<file path="src/rtl/rgb_3x3_sharpen_edge_filter_defines.svh">
// ----------------------------------------------------------------------------
// Assertion macros for the RGB 3x3 sharpen / edge filter
// Shared concurrent-assertion forms, each clocked and disabled during reset.
// ----------------------------------------------------------------------------
`ifndef RGB_3X3_SHARPEN_EDGE_FILTER_DEFINES_SVH
`define RGB_3X3_SHARPEN_EDGE_FILTER_DEFINES_SVH

// The condition holds at every clock edge out of reset.
`define RSEF_ASSERT_ALWAYS(label, clk, rst_n, cond, msg) \
  label: assert property (@(posedge clk) disable iff (!rst_n) (cond)) \
    else $error(msg);

// When the trigger holds, the consequence holds in the following cycle.
`define RSEF_ASSERT_NEXT(label, clk, rst_n, trig, cons, msg) \
  label: assert property (@(posedge clk) disable iff (!rst_n) (trig) |=> (cons)) \
    else $error(msg);

`endif

</file>
<file path="src/rtl/rsef_pkg.sv">
// ----------------------------------------------------------------------------
// rsef_pkg
// Types and constants shared by the RGB 3x3 sharpen / edge filter modules.
// ----------------------------------------------------------------------------
`timescale 1ns / 1ps
`default_nettype none

package rsef_pkg;

  localparam int CH_W  = 8;
  localparam int PIX_W = 3 * CH_W;
  localparam int TAPS  = 9;
  localparam int CENTRE = 4;

  // Configuration port.
  localparam int CFG_IDX_W    = 2;
  localparam int WIDTH_REG_W  = 11;
  localparam int HEIGHT_REG_W = 13;
  localparam int CFG_DATA_W   = 13;

  localparam logic [CFG_IDX_W-1:0] REG_WIDTH  = 2'd0;
  localparam logic [CFG_IDX_W-1:0] REG_HEIGHT = 2'd1;
  localparam logic [CFG_IDX_W-1:0] REG_MODE   = 2'd2;

  localparam logic [WIDTH_REG_W-1:0]  WIDTH_RST    = 11'd640;
  localparam logic [HEIGHT_REG_W-1:0] HEIGHT_RST   = 13'd480;
  localparam logic [HEIGHT_REG_W-1:0] HEIGHT_LIMIT = 13'd4096;

  localparam logic FUNC_PIXEL = 1'b0;
  localparam logic FUNC_DRAIN = 1'b1;

  localparam logic MODE_SHARPEN = 1'b0;
  localparam logic MODE_EDGE    = 1'b1;

  localparam logic [3:0] SHARPEN_WEIGHT = 4'd10;
  localparam logic [3:0] EDGE_WEIGHT    = 4'd9;
  localparam logic [CH_W-1:0] CH_MAX    = 8'd255;

  // Output queue.
  localparam int OQ_DEPTH = 4;
  localparam int OQ_AW    = 2;
  localparam int OQ_CW    = 3;

  typedef logic [PIX_W-1:0] pixel_t;
  typedef logic [TAPS-1:0][PIX_W-1:0] window_t;
  typedef logic [TAPS-1:0][CH_W-1:0] chan_win_t;

  // One pixel moving into the line stores and the window.
  typedef struct packed {
    logic   valid;
    pixel_t px;
  } push_t;

  // One result beat waiting in the output queue.
  typedef struct packed {
    pixel_t px;
    logic   last;
  } beat_t;

endpackage

`default_nettype wire

</file>
<file path="src/rtl/rsef_lane.sv">
// ----------------------------------------------------------------------------
// rsef_lane
// One color channel of the 3x3 sharpen or Laplacian edge kernel, clamped to 0..255.
// ----------------------------------------------------------------------------
`timescale 1ns / 1ps
`default_nettype none

module rsef_lane (
  input  wire  rsef_pkg::chan_win_t   taps_i,
  input  wire                         mode_i,
  output logic [rsef_pkg::CH_W-1:0]   res_o
);

  logic [9:0]         row_sum [3];
  logic [11:0]        sum;
  logic [3:0]         weight;
  logic [11:0]        prod;
  logic signed [12:0] diff;

  // Row sums first, then the three rows together.
  always_comb begin
    for (int r = 0; r < 3; r++) begin
      row_sum[r] = 10'(taps_i[r*3]) + 10'(taps_i[r*3 + 1]) + 10'(taps_i[r*3 + 2]);
    end
    sum = 12'(row_sum[0]) + 12'(row_sum[1]) + 12'(row_sum[2]);
  end

  // Sharpen uses ten times the center, edge nine times, each minus the 3x3 sum.
  assign weight = (mode_i == rsef_pkg::MODE_EDGE) ? rsef_pkg::EDGE_WEIGHT
                                                  : rsef_pkg::SHARPEN_WEIGHT;
  assign prod   = 12'(taps_i[rsef_pkg::CENTRE]) * 12'(weight);
  assign diff   = $signed({1'b0, prod}) - $signed({1'b0, sum});

  always_comb begin
    if (diff < 13'sd0) begin
      res_o = '0;
    end else if (diff > $signed({5'd0, rsef_pkg::CH_MAX})) begin
      res_o = rsef_pkg::CH_MAX;
    end else begin
      res_o = diff[rsef_pkg::CH_W-1:0];
    end
  end

endmodule

`default_nettype wire

</file>
<file path="config.mk">
export PLATFORM = sky130hd
export DESIGN_NAME = rsef_lane
export DESIGN_NICKNAME = d
export VERILOG_FILES = /design/src/rtl/rgb_3x3_sharpen_edge_filter_defines.svh /design/src/rtl/rsef_pkg.sv /design/src/rtl/rsef_lane.sv
export SDC_FILE = /design/constraint.sdc
export NUM_CORES = 1
export LEC_CHECK = 0
export ABC_AREA = 0
export BUFFER_PORTS_ARGS = -buffer_cell sky130_fd_sc_hd__buf_2
export CAP_MARGIN = 10
export CORE_UTILIZATION = 45
export DETAILED_ROUTE_END_ITERATION = 10
export MAX_ROUTING_LAYER = met4
export PLACE_DENSITY = 0.7
export SYNTH_ARGS = -nofsm -noshare
export SYNTH_HDL_FRONTEND = slang
export SYNTH_SLANG_ARGS = --single-unit
</file>
<file path="constraint.sdc">
create_clock -name vclk -period 16.35
set_input_delay 3.27 -clock vclk [all_inputs]
set_output_delay 3.27 -clock vclk [all_outputs]
set_load 0.05 [all_outputs]
</file>
==> results.toml <==
[sta]
holdWs_ns = 7.23
setup_tns_ns = 0
setup_violations = 0
setup_slack_ns = 4.65
finalCriticalPeriod_ns = 11.70
fmax_mhz = 85.4
slew_violations = 0
rsz0062_at_grt = "false"
min_period_over_period_pct = 71.6
slew_headroom_pct = 60.9
hold_violations = 0
worstMarginPinSlew_ns = 0.587

[grt]
grt-ovfl-total = 0
met1_usage_pct = 18.6
antenna_found_initial = 0
grt_usage_pct = 16.9
use_met3_pct = 0.298
grt_pass1_wl_mm = 9.58
grt_max_degree = 16
use_met2_pct = 34.8
grt.busiest_layer = "met2"
grt_pass1_vias = 2422

[route]
wirelength_mm = 4.93
drt_iter0_drc = 22
postRouteAntennaNets = 0
drt_pre_antenna_iters = 4
vias = 2176
route.detailed.wl_per_inst_microns = 10.2
drc = 0
vias_per_cell = 4.49

[placement]
pre_cts_ws_ns = 4.63
hpwl_mm = 4.86
gp_congestion = 0.869
io_buffer_count = 81

[run]
drv_cap = 0

[synth]
synth_top_family_by_area = "adder cells"
syn_area_sq_um = 2950
synth_top_area_cell = "fa_1"
yosys.area.top_type_share_pct = 53.0
synth.area.top_cells = "fa_1 53%, inv_1 19%, ha_1 12%, a21oi_1 2.9%, xnor2_1 1.5%"
synth-compound-area-share_pct = 9.25
seq_area_frac_synth_pct = 0
synth_warnings = 0
synthAdderAreaFrac_pct = 64.9
synthMuxAreaShare_pct = 0.679
yosysUniqueCellTypes = 32
synth_simple_gate_area_share_pct = 3.86
syn_inst = 327
synthXorXnorAreaFrac_pct = 2.38
avgSynthCellArea_sq_um = 9.01

[setup_path]
path_delay_family = "adder cells"
critPathLaunchType = "primary input"
cp.depth = 21
arrival_ns = 8.43
max_stage_delay_ns = 0.55
cp-end-kind = "output port"
required_ns = 13.08
cp_slowest_cell = "fa_1"
critical_path_buf_inv_count = 8
crit_chain = "buf_2 -> inv_1 -> fa_1 -> inv_1 -> fa_1 -> inv_1 -> fa_1 -> fa_1 -> inv_1 -> fa_1 -> inv_1 -> ha_1 -> inv_1 -> fa_1 -> nand2b_1 -> a21oi_1 -> o21ai_0 -> a21bo_2 -> a2111oi_4 -> a21oi_1 -> buf_2"
critPathMaxFanout = 9
critical_path_class = "in -> out"

[finish]
seq_cells = 0
nets = 589
n_antenna_cell = 0
drive_gt1_share_pct = 21.6
fillers = 597
register_area_sq_um = 0
nClkBuffers = 0
final_util_pct = 54.3
areaGrowthSynthToFinish_pct = 17.0

[floorplan]
pin_count = 81
start_util_pct = 46.4
die_w_microns = 82.9
core-area_sq_um = 6350
design.die.area_sq_um = 6880
dieHeight_microns = 82.9
rows = 29

[clock_tree]
cts_setup_buffers = 0
cts_hold_buffers = 0
post_cts_resized = 0

[status]
status = "complete, no violations"

[min_path]
min_path_cells = 5
min_path_type = "in -> out"
[cell usage in the layout (no fill, tap or decap)]
cell	count
nor2_1	9
o21ai_0	5
a211o_1	1
xnor2_1	5
nand2b_1	3
or2_2	1
buf_2	81
a211oi_2	1
mux2i_1	2
o221ai_1	1
o2bb2ai_1	1
o211ai_2	1
nand2_1	8
a31oi_4	1
a2111oi_4	1
conb_1	2
a21oi_1	17
fa_1	78
nand3b_1	1
o31a_1	1
o21ai_2	1
o31ai_1	1
and2_1	1
a21o_1	2
a21bo_2	1
xor2_1	3
nor2b_1	1
ha_1	28
nor3_1	1
o21ai_1	1
inv_1	147
a211oi_1	1
[layer usage]
metal | part of all wire (%) | wire length (microns)
met1 | 39 | 1910
met2 | 57 | 2840
met3 | 3.2 | 156
met4 | 0.67 | 33
met5 | 0 | 0
[logic make-up (layout without fill, tap and decap cells)]
kind of cell    Yosys count  in the layout
fa+ha+maj               106            106
xor+xnor                  8              8
buf+inv                 148            228
compound gates           37             37
mux                       2              2
simple gates             25             25
other cells               1              2
[area by class of cell]
type | instances | area [sq um] | area share, %
timing repair buffer | 81 | 405 | 11.8
tap | 77 | 96.3 | 2.79
inverter | 147 | 552 | 16.0
multi-input combinational | 180 | 2400 | 69.5
[cell usage after synthesis]
cell type and instances:
nand2_1 8, or2_2 1, o21ai_2 1, mux2i_1 2, o21ai_1 1, conb_1 1, nor2b_1 1, nand3b_1 1
a21o_1 2, and2_1 1, o31ai_1 1, o31a_1 1, a2111oi_4 1, o211ai_2 1, nor3_1 1, nor2_1 9
o21ai_0 5, a211o_1 1, a211oi_1 1, fa_1 78, clkbuf_1 1, nand2b_1 3, xor2_1 3, a21oi_1 17
o2bb2ai_1 1, xnor2_1 5, a21bo_2 1, ha_1 28, a31oi_4 1, o221ai_1 1, inv_1 147, a211oi_2 1
[worst paths after layout]
check                       from  endpoint  slack, ns
worst max-delay path  taps_i[32]  res_o[2]       4.65
worst min-delay path  taps_i[32]  res_o[0]       7.23
[tightest hold or removal path: stages]
cell and delay, ns:
buf_2 0.18, xnor2_1 0.11, xnor2_1 0.14, a21oi_1 0.06
buf_2 0.20
[through the flow]
| stage | std cells | instance area (sq um) |
|---|---|---|
| 2_1_floorplan | 328 | 2950 |
| 3_3_place_gp | 485 | 3450 |
| 3_5_place_dp | 485 | 3450 |
| 4_1_cts | 485 | 3450 |
| 5_1_grt | 485 | 3450 |
| 6_report | 485 | 3450 |
Power is left out: the tool's default activity adds up to more than one toggle a clock period on the data nets, which glitch-free logic cannot reach.
